[src/hw/rtl/wav_header_stream_parser_macros.svh]
// ----------------------------------------------------------------------------
// WAV header stream parser assertion macros
// Shared concurrent assertion forms, clocked on aclk and disabled in reset.
// ----------------------------------------------------------------------------
`ifndef WAV_HEADER_STREAM_PARSER_MACROS_SVH
`define WAV_HEADER_STREAM_PARSER_MACROS_SVH

// A property that must hold at every clock edge outside reset.
`define WHSP_ASSERT(name, prop, msg) \
    name: assert property (@(posedge aclk) disable iff (!aresetn) (prop)) \
        else $error(msg);

// A condition that must be accompanied by a consequence in the same cycle.
`define WHSP_IMPLIES(name, cond, cons, msg) \
    name: assert property (@(posedge aclk) disable iff (!aresetn) (cond) |-> (cons)) \
        else $error(msg);

`endif

[src/hw/rtl/whsp_pkg.sv]
// ----------------------------------------------------------------------------
// WAV header stream parser package
// Parser phases, RIFF tags, status codes and the result record types.
// ----------------------------------------------------------------------------
`timescale 1ns / 1ps

package whsp_pkg;

    // Parser phases.
    typedef enum logic [3:0] {
        PH_RIFF,
        PH_RSIZE,
        PH_WAVE,
        PH_ID,
        PH_SIZE,
        PH_FMT,
        PH_FMTX,
        PH_SKIP,
        PH_DATA,
        PH_PAD
    } phase_t;

    // Four-character tags as they appear after four little-endian shifts.
    localparam logic [31:0] TAG_RIFF = 32'h4646_4952;
    localparam logic [31:0] TAG_WAVE = 32'h4556_4157;
    localparam logic [31:0] TAG_FMT  = 32'h2074_6D66;
    localparam logic [31:0] TAG_DATA = 32'h6174_6164;

    localparam logic [31:0] FMT_MIN_BYTES = 32'd16;
    localparam logic [15:0] PCM_FORMAT    = 16'd1;

    // Result kinds.
    localparam logic KIND_AUDIO  = 1'b0;
    localparam logic KIND_REPORT = 1'b1;

    // Report status codes.
    localparam logic [1:0] ST_OK      = 2'd0;
    localparam logic [1:0] ST_TRUNC   = 2'd1;
    localparam logic [1:0] ST_INVALID = 2'd2;
    localparam logic [1:0] ST_NON_PCM = 2'd3;

    // One result item as it leaves the block.
    typedef struct packed {
        logic        kind;
        logic [7:0]  data_byte_res;
        logic [1:0]  status;
        logic [15:0] chan_count;
        logic [31:0] samp_rate;
        logic [31:0] bytes_per_sec;
        logic [15:0] frame_bytes;
        logic [15:0] samp_bits;
        logic [31:0] payload_len;
        logic        last;
    } result_t;

    // Up to two results written into the queue for one request.
    typedef struct packed {
        logic    push0;
        logic    push1;
        result_t entry0;
        result_t entry1;
    } push_t;

endpackage

[src/hw/rtl/whsp_front.sv]
// ----------------------------------------------------------------------------
// WAV header stream parser front end
// Accepts file bytes, walks the RIFF chunk structure and queues results.
// ----------------------------------------------------------------------------
`timescale 1ns / 1ps

module whsp_front import whsp_pkg::*; (
    input  logic       aclk,
    input  logic       aresetn,
    input  logic       s_valid,
    output logic       s_ready,
    input  logic       s_command,
    input  logic [7:0] s_data_byte,
    input  logic       q_room,
    output push_t      push
);

    phase_t      phase_reg, phase_next;
    logic [31:0] count_reg, count_next;
    logic [31:0] id_reg, id_next;
    logic [31:0] size_reg, size_next;
    logic [15:0] fmt_code_reg, fmt_code_next;
    logic [15:0] channels_reg, channels_next;
    logic [31:0] rate_reg, rate_next;
    logic [31:0] brate_reg, brate_next;
    logic [15:0] align_reg, align_next;
    logic [15:0] bits_reg, bits_next;
    logic [31:0] data_len_reg, data_len_next;
    logic        fmt_seen_reg, fmt_seen_next;
    logic        data_seen_reg, data_seen_next;
    logic        done_reg, done_next;

    logic        fire;
    logic [31:0] id_shifted;
    logic [31:0] size_shifted;
    logic        cnt_is1, cnt_is3, cnt_is15;
    logic        size_gt_min;
    logic        at_boundary;
    phase_t      chunk_end_phase;
    logic        rpt_valid;
    logic [1:0]  rpt_status;
    logic        emit_data;
    result_t     rpt_entry;
    result_t     data_entry;

    // A request is taken whenever the queue can absorb two results.
    assign s_ready = q_room;
    assign fire    = s_valid && q_room;

    // Little-endian shift, counter tests and chunk bookkeeping.
    assign id_shifted      = {s_data_byte, id_reg[31:8]};
    assign size_shifted    = {s_data_byte, size_reg[31:8]};
    assign cnt_is1         = (count_reg == 32'd1);
    assign cnt_is3         = (count_reg == 32'd3);
    assign cnt_is15        = (count_reg == 32'd15);
    assign size_gt_min     = (size_reg > FMT_MIN_BYTES);
    assign chunk_end_phase = size_reg[0] ? PH_PAD : PH_ID;
    assign at_boundary     = (((phase_reg == PH_RIFF) || (phase_reg == PH_ID))
                              && (count_reg == 32'd0)) || (phase_reg == PH_PAD);

    // Classify the request: audio byte pass-through and report decisions.
    always_comb begin
        rpt_valid  = 1'b0;
        rpt_status = ST_OK;
        emit_data  = 1'b0;
        if (fire && !done_reg) begin
            if (s_command) begin
                rpt_valid  = 1'b1;
                rpt_status = at_boundary ? ST_INVALID : ST_TRUNC;
            end else begin
                unique case (phase_reg)
                    PH_RIFF: begin
                        if (cnt_is3 && (id_shifted != TAG_RIFF)) begin
                            rpt_valid  = 1'b1;
                            rpt_status = ST_INVALID;
                        end
                    end
                    PH_WAVE: begin
                        if (cnt_is3 && (id_shifted != TAG_WAVE)) begin
                            rpt_valid  = 1'b1;
                            rpt_status = ST_INVALID;
                        end
                    end
                    PH_SIZE: begin
                        if (cnt_is3 && ((size_shifted == 32'd0) ||
                            ((id_reg == TAG_FMT) && (size_shifted < FMT_MIN_BYTES)))) begin
                            rpt_valid  = 1'b1;
                            rpt_status = ST_INVALID;
                        end
                    end
                    PH_FMT: begin
                        if (cnt_is15) begin
                            if (fmt_code_reg != PCM_FORMAT) begin
                                rpt_valid  = 1'b1;
                                rpt_status = ST_NON_PCM;
                            end else if (!size_gt_min && data_seen_reg) begin
                                rpt_valid  = 1'b1;
                                rpt_status = ST_OK;
                            end
                        end
                    end
                    PH_FMTX: begin
                        if (cnt_is1 && data_seen_reg) begin
                            rpt_valid  = 1'b1;
                            rpt_status = ST_OK;
                        end
                    end
                    PH_DATA: begin
                        emit_data = 1'b1;
                        if (cnt_is1 && fmt_seen_reg) begin
                            rpt_valid  = 1'b1;
                            rpt_status = ST_OK;
                        end
                    end
                    default: begin
                    end
                endcase
            end
        end
    end

    // Next state of the chunk walker and its field registers.
    always_comb begin
        phase_next     = phase_reg;
        count_next     = count_reg;
        id_next        = id_reg;
        size_next      = size_reg;
        fmt_code_next  = fmt_code_reg;
        channels_next  = channels_reg;
        rate_next      = rate_reg;
        brate_next     = brate_reg;
        align_next     = align_reg;
        bits_next      = bits_reg;
        data_len_next  = data_len_reg;
        fmt_seen_next  = fmt_seen_reg;
        data_seen_next = data_seen_reg;
        done_next      = done_reg;
        if (fire) begin
            if (s_command) begin
                // End of stream returns the parser to its reset state.
                phase_next     = PH_RIFF;
                count_next     = '0;
                id_next        = '0;
                size_next      = '0;
                fmt_code_next  = '0;
                channels_next  = '0;
                rate_next      = '0;
                brate_next     = '0;
                align_next     = '0;
                bits_next      = '0;
                data_len_next  = '0;
                fmt_seen_next  = 1'b0;
                data_seen_next = 1'b0;
                done_next      = 1'b0;
            end else if (!done_reg) begin
                unique case (phase_reg)
                    PH_RIFF, PH_WAVE: begin
                        id_next = id_shifted;
                        if (cnt_is3) begin
                            count_next = '0;
                            phase_next = (phase_reg == PH_RIFF) ? PH_RSIZE : PH_ID;
                        end else begin
                            count_next = count_reg + 32'd1;
                        end
                    end
                    PH_RSIZE: begin
                        if (cnt_is3) begin
                            count_next = '0;
                            phase_next = PH_WAVE;
                        end else begin
                            count_next = count_reg + 32'd1;
                        end
                    end
                    PH_ID: begin
                        id_next = id_shifted;
                        if (cnt_is3) begin
                            count_next = '0;
                            phase_next = PH_SIZE;
                        end else begin
                            count_next = count_reg + 32'd1;
                        end
                    end
                    PH_SIZE: begin
                        size_next = size_shifted;
                        if (!cnt_is3) begin
                            count_next = count_reg + 32'd1;
                        end else begin
                            count_next = '0;
                            if (!rpt_valid) begin
                                if (id_reg == TAG_FMT) begin
                                    fmt_code_next = '0;
                                    channels_next = '0;
                                    rate_next     = '0;
                                    brate_next    = '0;
                                    align_next    = '0;
                                    bits_next     = '0;
                                    phase_next    = PH_FMT;
                                end else if (id_reg == TAG_DATA) begin
                                    data_len_next = size_shifted;
                                    count_next    = size_shifted;
                                    phase_next    = PH_DATA;
                                end else begin
                                    count_next = size_shifted;
                                    phase_next = PH_SKIP;
                                end
                            end
                        end
                    end
                    PH_FMT: begin
                        // Place the byte into its field lane.
                        case (count_reg[3:0])
                            4'd0:  fmt_code_next[7:0]  = s_data_byte;
                            4'd1:  fmt_code_next[15:8] = s_data_byte;
                            4'd2:  channels_next[7:0]  = s_data_byte;
                            4'd3:  channels_next[15:8] = s_data_byte;
                            4'd4:  rate_next[7:0]      = s_data_byte;
                            4'd5:  rate_next[15:8]     = s_data_byte;
                            4'd6:  rate_next[23:16]    = s_data_byte;
                            4'd7:  rate_next[31:24]    = s_data_byte;
                            4'd8:  brate_next[7:0]     = s_data_byte;
                            4'd9:  brate_next[15:8]    = s_data_byte;
                            4'd10: brate_next[23:16]   = s_data_byte;
                            4'd11: brate_next[31:24]   = s_data_byte;
                            4'd12: align_next[7:0]     = s_data_byte;
                            4'd13: align_next[15:8]    = s_data_byte;
                            4'd14: bits_next[7:0]      = s_data_byte;
                            default: bits_next[15:8]   = s_data_byte;
                        endcase
                        if (!cnt_is15) begin
                            count_next = count_reg + 32'd1;
                        end else if (fmt_code_reg == PCM_FORMAT) begin
                            if (size_gt_min) begin
                                count_next = size_reg - FMT_MIN_BYTES;
                                phase_next = PH_FMTX;
                            end else begin
                                fmt_seen_next = 1'b1;
                                if (!data_seen_reg) begin
                                    count_next = '0;
                                    phase_next = chunk_end_phase;
                                end
                            end
                        end
                    end
                    PH_FMTX: begin
                        count_next = count_reg - 32'd1;
                        if (cnt_is1) begin
                            fmt_seen_next = 1'b1;
                            if (!data_seen_reg) begin
                                phase_next = chunk_end_phase;
                            end
                        end
                    end
                    PH_SKIP: begin
                        count_next = count_reg - 32'd1;
                        if (cnt_is1) begin
                            phase_next = chunk_end_phase;
                        end
                    end
                    PH_DATA: begin
                        count_next = count_reg - 32'd1;
                        if (cnt_is1) begin
                            data_seen_next = 1'b1;
                            if (!fmt_seen_reg) begin
                                phase_next = chunk_end_phase;
                            end
                        end
                    end
                    default: begin
                        // The pad byte after an odd-sized chunk is dropped.
                        count_next = '0;
                        phase_next = PH_ID;
                    end
                endcase
                if (rpt_valid) begin
                    done_next = 1'b1;
                end
            end
        end
    end

    // Build the queue writes for this request.
    always_comb begin
        rpt_entry               = '0;
        rpt_entry.kind          = KIND_REPORT;
        rpt_entry.status        = rpt_status;
        rpt_entry.chan_count    = s_command ? channels_reg : channels_next;
        rpt_entry.samp_rate     = s_command ? rate_reg     : rate_next;
        rpt_entry.bytes_per_sec = s_command ? brate_reg    : brate_next;
        rpt_entry.frame_bytes   = s_command ? align_reg    : align_next;
        rpt_entry.samp_bits     = s_command ? bits_reg     : bits_next;
        rpt_entry.payload_len   = s_command ? data_len_reg : data_len_next;
        rpt_entry.last          = 1'b1;

        data_entry               = '0;
        data_entry.kind          = KIND_AUDIO;
        data_entry.data_byte_res = s_data_byte;
        data_entry.last          = !rpt_valid;

        push = '0;
        if (emit_data) begin
            push.push0  = 1'b1;
            push.entry0 = data_entry;
            push.push1  = rpt_valid;
            push.entry1 = rpt_entry;
        end else if (rpt_valid) begin
            push.push0  = 1'b1;
            push.entry0 = rpt_entry;
        end
    end

    // State registers.
    always_ff @(posedge aclk) begin
        if (!aresetn) begin
            phase_reg     <= PH_RIFF;
            count_reg     <= '0;
            id_reg        <= '0;
            size_reg      <= '0;
            fmt_code_reg  <= '0;
            channels_reg  <= '0;
            rate_reg      <= '0;
            brate_reg     <= '0;
            align_reg     <= '0;
            bits_reg      <= '0;
            data_len_reg  <= '0;
            fmt_seen_reg  <= 1'b0;
            data_seen_reg <= 1'b0;
            done_reg      <= 1'b0;
        end else begin
            phase_reg     <= phase_next;
            count_reg     <= count_next;
            id_reg        <= id_next;
            size_reg      <= size_next;
            fmt_code_reg  <= fmt_code_next;
            channels_reg  <= channels_next;
            rate_reg      <= rate_next;
            brate_reg     <= brate_next;
            align_reg     <= align_next;
            bits_reg      <= bits_next;
            data_len_reg  <= data_len_next;
            fmt_seen_reg  <= fmt_seen_next;
            data_seen_reg <= data_seen_next;
            done_reg      <= done_next;
        end
    end

endmodule

[src/hw/rtl/whsp_queue.sv]
// ----------------------------------------------------------------------------
// WAV header stream parser result queue
// Small circular queue with two write slots per cycle and one read.
// ----------------------------------------------------------------------------
`timescale 1ns / 1ps

module whsp_queue import whsp_pkg::*; #(
    parameter int DEPTH = 4
) (
    input  logic    aclk,
    input  logic    aresetn,
    input  push_t   push,
    output logic    room,
    input  logic    pop,
    output logic    head_valid,
    output result_t head
);

    localparam int PTR_W = (DEPTH > 1) ? $clog2(DEPTH) : 1;
    localparam int CNT_W = $clog2(DEPTH + 1);
    localparam logic [PTR_W-1:0] LAST_SLOT = PTR_W'(DEPTH - 1);

    result_t          mem [DEPTH];
    logic [PTR_W-1:0] wr_ptr_reg, wr_ptr_next;
    logic [PTR_W-1:0] rd_ptr_reg, rd_ptr_next;
    logic [CNT_W-1:0] count_reg, count_next;
    logic [PTR_W-1:0] wr_ptr_p1, wr_ptr_p2;

    function automatic logic [PTR_W-1:0] ptr_step(input logic [PTR_W-1:0] p);
        ptr_step = (p == LAST_SLOT) ? '0 : PTR_W'(p + 1'b1);
    endfunction

    // Pointer and occupancy bookkeeping.
    assign wr_ptr_p1   = ptr_step(wr_ptr_reg);
    assign wr_ptr_p2   = ptr_step(wr_ptr_p1);
    assign wr_ptr_next = push.push1 ? wr_ptr_p2 : (push.push0 ? wr_ptr_p1 : wr_ptr_reg);
    assign rd_ptr_next = pop ? ptr_step(rd_ptr_reg) : rd_ptr_reg;
    assign count_next  = count_reg + CNT_W'(push.push0) + CNT_W'(push.push1)
                         - CNT_W'(pop);

    // A new request may bring two results, so keep two slots free.
    assign room       = (count_reg <= CNT_W'(DEPTH - 2));
    assign head_valid = (count_reg != '0);
    assign head       = mem[rd_ptr_reg];

    // Storage writes.
    always_ff @(posedge aclk) begin
        if (push.push0) begin
            mem[wr_ptr_reg] <= push.entry0;
        end
        if (push.push1) begin
            mem[wr_ptr_p1] <= push.entry1;
        end
    end

    // Control registers.
    always_ff @(posedge aclk) begin
        if (!aresetn) begin
            wr_ptr_reg <= '0;
            rd_ptr_reg <= '0;
            count_reg  <= '0;
        end else begin
            wr_ptr_reg <= wr_ptr_next;
            rd_ptr_reg <= rd_ptr_next;
            count_reg  <= count_next;
        end
    end

endmodule

[src/hw/rtl/whsp_back.sv]
// ----------------------------------------------------------------------------
// WAV header stream parser back end
// Output register that drains the result queue onto the result channel.
// ----------------------------------------------------------------------------
`timescale 1ns / 1ps

module whsp_back import whsp_pkg::*; (
    input  logic        aclk,
    input  logic        aresetn,
    input  logic        head_valid,
    input  result_t     head,
    output logic        pop,
    output logic        m_valid,
    input  logic        m_ready,
    output logic        m_kind,
    output logic [7:0]  m_data_byte_res,
    output logic [1:0]  m_status,
    output logic [15:0] m_chan_count,
    output logic [31:0] m_samp_rate,
    output logic [31:0] m_bytes_per_sec,
    output logic [15:0] m_frame_bytes,
    output logic [15:0] m_samp_bits,
    output logic [31:0] m_payload_len,
    output logic        m_last
);

    logic    valid_reg, valid_next;
    result_t out_reg;

    // Load the next result when the register is empty or being taken.
    assign pop        = head_valid && (!valid_reg || m_ready);
    assign valid_next = pop ? 1'b1 : (m_ready ? 1'b0 : valid_reg);

    always_ff @(posedge aclk) begin
        if (!aresetn) begin
            valid_reg <= 1'b0;
        end else begin
            valid_reg <= valid_next;
        end
    end

    always_ff @(posedge aclk) begin
        if (pop) begin
            out_reg <= head;
        end
    end

    // Result channel fields.
    assign m_valid         = valid_reg;
    assign m_kind          = out_reg.kind;
    assign m_data_byte_res = out_reg.data_byte_res;
    assign m_status        = out_reg.status;
    assign m_chan_count    = out_reg.chan_count;
    assign m_samp_rate     = out_reg.samp_rate;
    assign m_bytes_per_sec = out_reg.bytes_per_sec;
    assign m_frame_bytes   = out_reg.frame_bytes;
    assign m_samp_bits     = out_reg.samp_bits;
    assign m_payload_len   = out_reg.payload_len;
    assign m_last          = out_reg.last;

endmodule

[src/hw/rtl/wav_header_stream_parser.sv]
// ----------------------------------------------------------------------------
// WAV header stream parser
// Path: each result is written into the queue and then loaded into the output register.
// Throughput: one request per cycle; s_ready falls while under two queue slots are free.
// Reset: synchronous aresetn low empties the queue and returns the parser to the RIFF tag.
// ----------------------------------------------------------------------------
`timescale 1ns / 1ps
`include "wav_header_stream_parser_macros.svh"

module wav_header_stream_parser import whsp_pkg::*; #(
    parameter int QUEUE_DEPTH = 4
) (
    input  logic        aclk,
    input  logic        aresetn,
    input  logic        s_valid,
    output logic        s_ready,
    input  logic        s_command,
    input  logic [7:0]  s_data_byte,
    output logic        m_valid,
    input  logic        m_ready,
    output logic        m_kind,
    output logic [7:0]  m_data_byte_res,
    output logic [1:0]  m_status,
    output logic [15:0] m_chan_count,
    output logic [31:0] m_samp_rate,
    output logic [31:0] m_bytes_per_sec,
    output logic [15:0] m_frame_bytes,
    output logic [15:0] m_samp_bits,
    output logic [31:0] m_payload_len,
    output logic        m_last
);

    push_t   push;
    logic    q_room;
    logic    q_valid;
    logic    q_pop;
    result_t q_head;
    logic    pair_ok;
    logic    lone_report;

    // Byte classifier and chunk walker.
    whsp_front u_front (
        .aclk        (aclk),
        .aresetn     (aresetn),
        .s_valid     (s_valid),
        .s_ready     (s_ready),
        .s_command   (s_command),
        .s_data_byte (s_data_byte),
        .q_room      (q_room),
        .push        (push)
    );

    // Decoupling queue between the parser and the output stage.
    whsp_queue #(
        .DEPTH (QUEUE_DEPTH)
    ) u_queue (
        .aclk       (aclk),
        .aresetn    (aresetn),
        .push       (push),
        .room       (q_room),
        .pop        (q_pop),
        .head_valid (q_valid),
        .head       (q_head)
    );

    // Output register.
    whsp_back u_back (
        .aclk            (aclk),
        .aresetn         (aresetn),
        .head_valid      (q_valid),
        .head            (q_head),
        .pop             (q_pop),
        .m_valid         (m_valid),
        .m_ready         (m_ready),
        .m_kind          (m_kind),
        .m_data_byte_res (m_data_byte_res),
        .m_status        (m_status),
        .m_chan_count    (m_chan_count),
        .m_samp_rate     (m_samp_rate),
        .m_bytes_per_sec (m_bytes_per_sec),
        .m_frame_bytes   (m_frame_bytes),
        .m_samp_bits     (m_samp_bits),
        .m_payload_len   (m_payload_len),
        .m_last          (m_last)
    );

    // Shapes of the queue writes checked below.
    assign pair_ok     = push.push0 && (push.entry0.kind == KIND_AUDIO)
                         && (push.entry1.kind == KIND_REPORT);
    assign lone_report = push.push0 && (push.entry0.kind == KIND_REPORT);

    // Results are only produced by an accepted request.
    `WHSP_IMPLIES(a_push_on_accept, push.push0, s_valid && s_ready, "push without request")
    // A pair of results is always an audio byte followed by its report.
    `WHSP_IMPLIES(a_pair_order, push.push1, pair_ok, "bad result pair")
    // A lone report closes its request.
    `WHSP_IMPLIES(a_report_last, lone_report, push.entry0.last && !push.push1, "report not last")
    // The output stage never drains an empty queue.
    `WHSP_ASSERT(a_pop_nonempty, !q_pop || q_valid, "pop from empty queue")

endmodule
[config.mk]
export PLATFORM = sky130hd
export DESIGN_NAME = wav_header_stream_parser
export DESIGN_NICKNAME = d
export VERILOG_FILES = /design/src/hw/rtl/whsp_pkg.sv /design/src/hw/rtl/whsp_front.sv /design/src/hw/rtl/whsp_queue.sv /design/src/hw/rtl/whsp_back.sv /design/src/hw/rtl/wav_header_stream_parser.sv
export VERILOG_INCLUDE_DIRS = /design/src /design/src/hw/rtl
export SDC_FILE = /design/constraint.sdc
export NUM_CORES = 2
export LEC_CHECK = 0
export BUFFER_PORTS_ARGS = -buffer_cell sky130_fd_sc_hd__buf_2
export CORE_MARGIN = 2
export CORE_UTILIZATION = 40
export DETAILED_ROUTE_END_ITERATION = 16
export PLACE_DENSITY = 0.54
export SYNTH_ARGS = -nofsm -noshare
export SYNTH_HDL_FRONTEND = slang
export SYNTH_HIERARCHICAL = 1
export SYNTH_SLANG_ARGS = --single-unit
export TNS_END_PERCENT = 1
[constraint.sdc]
create_clock -name aclk -period 46.8 [get_ports aclk]
set_clock_uncertainty 0.2 [all_clocks]
set_input_delay 9.36 -clock aclk [delete_from_list [all_inputs] [get_ports aclk]]
set_output_delay 9.36 -clock aclk [all_outputs]
set_load 0.02 [all_outputs]
-- After elaboration in Yosys (flattened, before gate mapping)
Memories as Yosys holds them, arrays and structs flattened. A register that Yosys moved wholly into a read port is not among the register bits.
Index checks and enable logic that the tools add are counted.
- add/subtract/negate cells: 9
- magnitude comparators: 3
- equal/unequal tests: 53
- multiplexer cells: 160
- reductions and logical operators: 45
- operator list (kind ; number):
    $mux W32 ; 39
    $mux W156 ; 3
    $mux W16 ; 26
    $mux W8 ; 16
    $pmux W16 S2 ; 4
    $pmux W32 S2 ; 2
    $pmux W32 S4 ; 1
    $mux W4 ; 18
    $logic_not A32 Y1 ; 2
    $ne A32 B31 Y1 const B ; 2
    $eq A4 B4 Y1 const B ; 9
    $mux W1 ; 33
    $add A32 B1 Y32 const B ; 1
    $eq A32 B1 Y1 const B ; 1
    $eq A32 B2 Y1 const B ; 1
    $eq A32 B30 Y1 const B ; 1
    $eq A32 B31 Y1 const B ; 1
    $eq A32 B4 Y1 const B ; 1
    $eq A4 B3 Y1 const B ; 8
    $gt A32 B5 Y1 const B ; 1
    $lt A32 B5 Y1 const B ; 1
    $pmux W4 S8 ; 1
    $sub A32 B1 Y32 const B ; 1
    $sub A32 B5 Y32 const B ; 1
    other kinds (32) ; 96
- bits in registers: 271
- RAM bits: 624
- bits of input ports: 13
- output and inout port bits: 158
- logic and storage cells: 290
- memories: 1
- memories (name ; depth ; width ; read ports ; clocked after Yosys merged registers in ; write ports ; RTL line ; RTL):
    u_queue.mem ; 4 ; 156 ; 1 ; 1 ; 2 ; whsp_queue.sv:23 ; result_t mem [DEPTH];

-- Longest topological paths before layout
- depth in word-level cells: 18
- gate-level depth with buffers: 19

-- By module
Netlist, hierarchy kept.
- by module, submodules not included (module ; instances ; cells each ; area each (um2) ; sequential area each (um2)):
    whsp_queue ; 1 ; 1564 ; 30939.7 ; 18918.1
    whsp_front ; 1 ; 2080 ; 15986.6 ; 5265.0
    whsp_back ; 1 ; 160 ; 4732.0 ; 4704.5

-- Worst setup path after synthesis
Ideal clock, no wire load.
- kind: in2reg
- from: in s_data_byte[3]
- to: mem u_queue/mem[2][0] in the netlist's numbering, enable pin
- setup time: 887 ps
- arrival: 22409 ps
- required time: 45713 ps
- setup slack: 23304 ps
- stages: 12
- path through: clkbuf_1 -> or4_1 -> nor2_1 -> o2111a_1 -> o21ai_1 -> a21o_1 -> buf_6 -> clkbuf_1 -> ha_1 -> inv_1 -> inv_1 -> o21ai_0
- RTL lines (what ; RTL line ; RTL):
    start: declaration ; wav_header_stream_parser.sv:18 ; input logic [7:0] s_data_byte,
    end: declaration ; whsp_queue.sv:23 ;

==> impl_metrics.env <==
export IMPL_status="complete, but fails checks"
export IMPL_violations="antenna violations"
export IMPL_slew_headroom=0.1715
export IMPL_setup_worst_path_end="u_queue/mem[2][82]"
export IMPL_p_int_mw=1.893
export IMPL_p_seq_frac=0.443
export IMPL_cts_hold_buf=0
export IMPL_drt_iter0_drc=2673
export IMPL_die_y_um=363.4
export IMPL_htreeDepth=3
export IMPL_post_cts_setup_buffers=0
export IMPL_synth_edff_count=780
export IMPL_initial_core_util=0.4041
export IMPL_start_kind="input pin"
export IMPL_syn_area_per_cell_um2=13.58
export IMPL_layout_commonest_cell="edfxtp_1"
export IMPL_port_buffers=170
export IMPL_cp_max_fo=69
export IMPL_r2r_slack_ns=38.12
export IMPL_fill_cells=11620
export IMPL_fin_ws_ns=30.77
export IMPL_vdd_ir_drop_max_v=0.00005873
export IMPL_synthArstFlopShare=0
export IMPL_grt_pass1_wl_um=216800
export IMPL_antenna_found_initial=5
export IMPL_synth_top_family_by_area="multiplexers"
export IMPL_syn_to_final_growth_pct=10.12
export IMPL_r2r_start="u_front/count_reg[20]"
export IMPL_hold_class="reg2reg"
export IMPL_final_period_utilization=0.3425
export IMPL_num_rows=131
export IMPL_cpMaxStageDelayCell="ha_1"
export IMPL_path_cells="buf_2, or4_1, nor2_1, o2111a_1, o21ai_1, a21o_1, clkinv_2, ha_1, nand2_8, o21ai_4, buf_4, buf_4, buf_4"
export IMPL_final_cell_mix="780 x edfxtp_1, 584 x mux2_2, 271 x dfxtp_1, 243 x and2_1, 210 x a21oi_1"
export IMPL_rsz0062_at_grt="false"
export IMPL_r2r_end="u_queue/mem[2][82]"
export IMPL_leakage_nw=20.02
export IMPL_maxCapViolCount=0
export IMPL_critPathKind="in2reg"
export IMPL_core_mm2=0.1278
export IMPL_layout_drive_gt1_share=0.3032
export IMPL_fmax_mhz=62.39
export IMPL_p_sw_mw=0.8706
export IMPL_cts_tree="done"
export IMPL_die_w_um=363.4
export IMPL_tightest_slew_ns=1.226
export IMPL_pre_cts_slack_ns=29.98
export IMPL_dp_cells=5394
export IMPL_power_density_mw_per_mm2=48.59
export IMPL_synthFlopType="edfxtp_1"
export IMPL_yosys_warnings=6
export IMPL_critPathMostFrequentCell="buf_4"
export IMPL_worstRegToRegCells=13
export IMPL_place_gp_congestion=0.9001
export IMPL_nNetsFinal=3879
export IMPL_wire_per_inst_um=25.94
export IMPL_synthAdderAreaFrac=0.004650
export IMPL_synthMuxAreaShare=0.2052
export IMPL_postCtsResizedCells=0
export IMPL_crit_required_ns=46.94
export IMPL_first_global_vias=32710
export IMPL_power_frac_clock=0.321
export IMPL_switching_share=0.3150
export IMPL_synth_simple_area_share=0.1036
export IMPL_io_pins=171
export IMPL_clk_pin_slew_ns=0.06
export IMPL_hold_viol=0
export IMPL_drc=0
export IMPL_ctsLongestPathBuffers=3
export IMPL_end_kind="flop"
export IMPL_fin_cells=5612
export IMPL_via_per_inst=5.766
export IMPL_syn_inst=3804
export IMPL_ys_seq_area_frac=0.5592
export IMPL_netlist_area_mm2=0.05166
export IMPL_grt_max_degree=115
export IMPL_setup_worst_path_start="s_data_byte[3]"
export IMPL_cp_arrival_ns=16.17
export IMPL_max_stage_delay_ns=0.90
export IMPL_ys_seq_elements=1053
export IMPL_synth_compound_area_frac=0.07685
export IMPL_min_delay_path_depth=1
export IMPL_dpl_hpwl_um=85430
export IMPL_cts_root_buf="clkbuf_16"
export IMPL_synthXorXnorAreaFrac=0.008816
export IMPL_grt_overflow=0
export IMPL_grtUsageTotal=0.2185
export IMPL_fin_setup_tns_ns=0
export IMPL_setup_violations=0
export IMPL_dieArea_mm2=0.1320
export IMPL_drv_slew=0
export IMPL_worstSkewPairLatency_ns=0.75
export IMPL_largest_reg_flops=624
export IMPL_cts_buffers=114
export IMPL_cts_sinks=1053
export IMPL_whs_ns=0.2852
export IMPL_regMostFlops="u_queue/mem"
export IMPL_wl_um=145600
export IMPL_drtPass1Iterations=5
export IMPL_antenna_left=1
export IMPL_dr_total_vias=32360
export IMPL_p_comb_frac=0.236
export IMPL_period_minus_slack_ns=16.03
export IMPL_synth_distinct_cells=92
-- power by group through the flow --
stage	clock network, mW	logic [mW]	registers [mW]
2_1_floorplan	0	0.384	1.32
3_3_place_gp	0	0.662	1.24
3_5_place_dp	0	0.664	1.25
4_1_cts	0.910	0.665	1.23
5_1_grt	0.941	0.697	1.24
6_report	0.887	0.653	1.22
-- stage by stage --
stage / total power, mW / cell area, um2 / util
finish: 2.764 / 56890 / 0.4450
global route: 2.877 / 56870 / 0.4449
CTS: 2.803 / 56870 / 0.4449
detailed placement: 1.910 / 53230 / 0.4164
global placement: 1.907 / 53230 / 0.4164
floorplan: 1.706 / 51690 / -
-- cell families after synthesis --
group / after synthesis
flip-flops: 1053
AND/OR/NAND/NOR: 928
multiplexers: 786
AO/OA/AOI/OAI: 626
buffers and inverters: 340
XOR/XNOR: 52
adder cells (fa/ha/maj): 18
other: 1
-- Yosys cell counts, types with 39 or more instances --
master / count / area (um2)
nor3_1: 39 / 195.2
nand3_1: 72 / 360.4
mux2_1: 40 / 450.4
buf_2: 41 / 205.2
edfxtp_1: 780 / 23420
a22oi_1: 133 / 998.5
nor2_1: 106 / 397.9
nand2_1: 94 / 352.8
buf_6: 62 / 698.2
mux2_2: 584 / 6576
nand4_1: 52 / 325.3
a21oi_1: 210 / 1051
and2_1: 243 / 1520
clkbuf_1: 146 / 548.0
nor2b_1: 187 / 1170
o21ai_0: 101 / 505.5
dfxtp_1: 273 / 5465
mux4_2: 156 / 3513
-- final cells by class --
class | instances | area, um2 | share of cell area
multi-input combinational | 2420 | 20790 | 0.3655
clock inverter | 55 | 430.4 | 0.007566
inverter | 26 | 100.1 | 0.001760
tap | 1662 | 2079 | 0.03655
clock buffer | 158 | 3212 | 0.05646
timing repair buffer | 233 | 1364 | 0.02397
antenna | 5 | 12.51 | 0.0002199
sequential | 1053 | 28900 | 0.5079
-- how the worst min path moves through the flow --
stage,endpoint,startpoint
after global routing,u_front/fmt_code_reg[14],u_front/fmt_code_reg[14]
after detailed placement,u_front/fmt_code_reg[14],u_front/fmt_code_reg[14]
after global placement,u_front/fmt_code_reg[12],u_front/fmt_code_reg[12]
final,u_front/fmt_code_reg[14],u_front/fmt_code_reg[14]
after CTS,u_front/fmt_code_reg[14],u_front/fmt_code_reg[14]
after floorplan,u_front/fmt_code_reg[0],u_front/fmt_code_reg[0]
-- critical path, delay by kind of cell --
family / cells / cell delay [ns]
buffers and inverters: 5 / 2.93
AND/OR/NAND/NOR: 3 / 1.52
AO/OA/AOI/OAI: 4 / 1.30
adder cells (fa/ha/maj): 1 / 0.90
-- routing by layer --
| metal | GRT usage | vias up | part of all wire |
|---|---|---|---|
| li1 | - | 14630 | - |
| met1 | 0.2935 | 16530 | 0.43 |
| met2 | 0.3605 | 988 | 0.48 |
| met3 | 0.03509 | 208 | 0.059 |
| met4 | 0.07192 | 4 | 0.028 |
| met5 | 0 | - | 0.00016 |
Note: power is estimated with default switching activity, not from simulation.
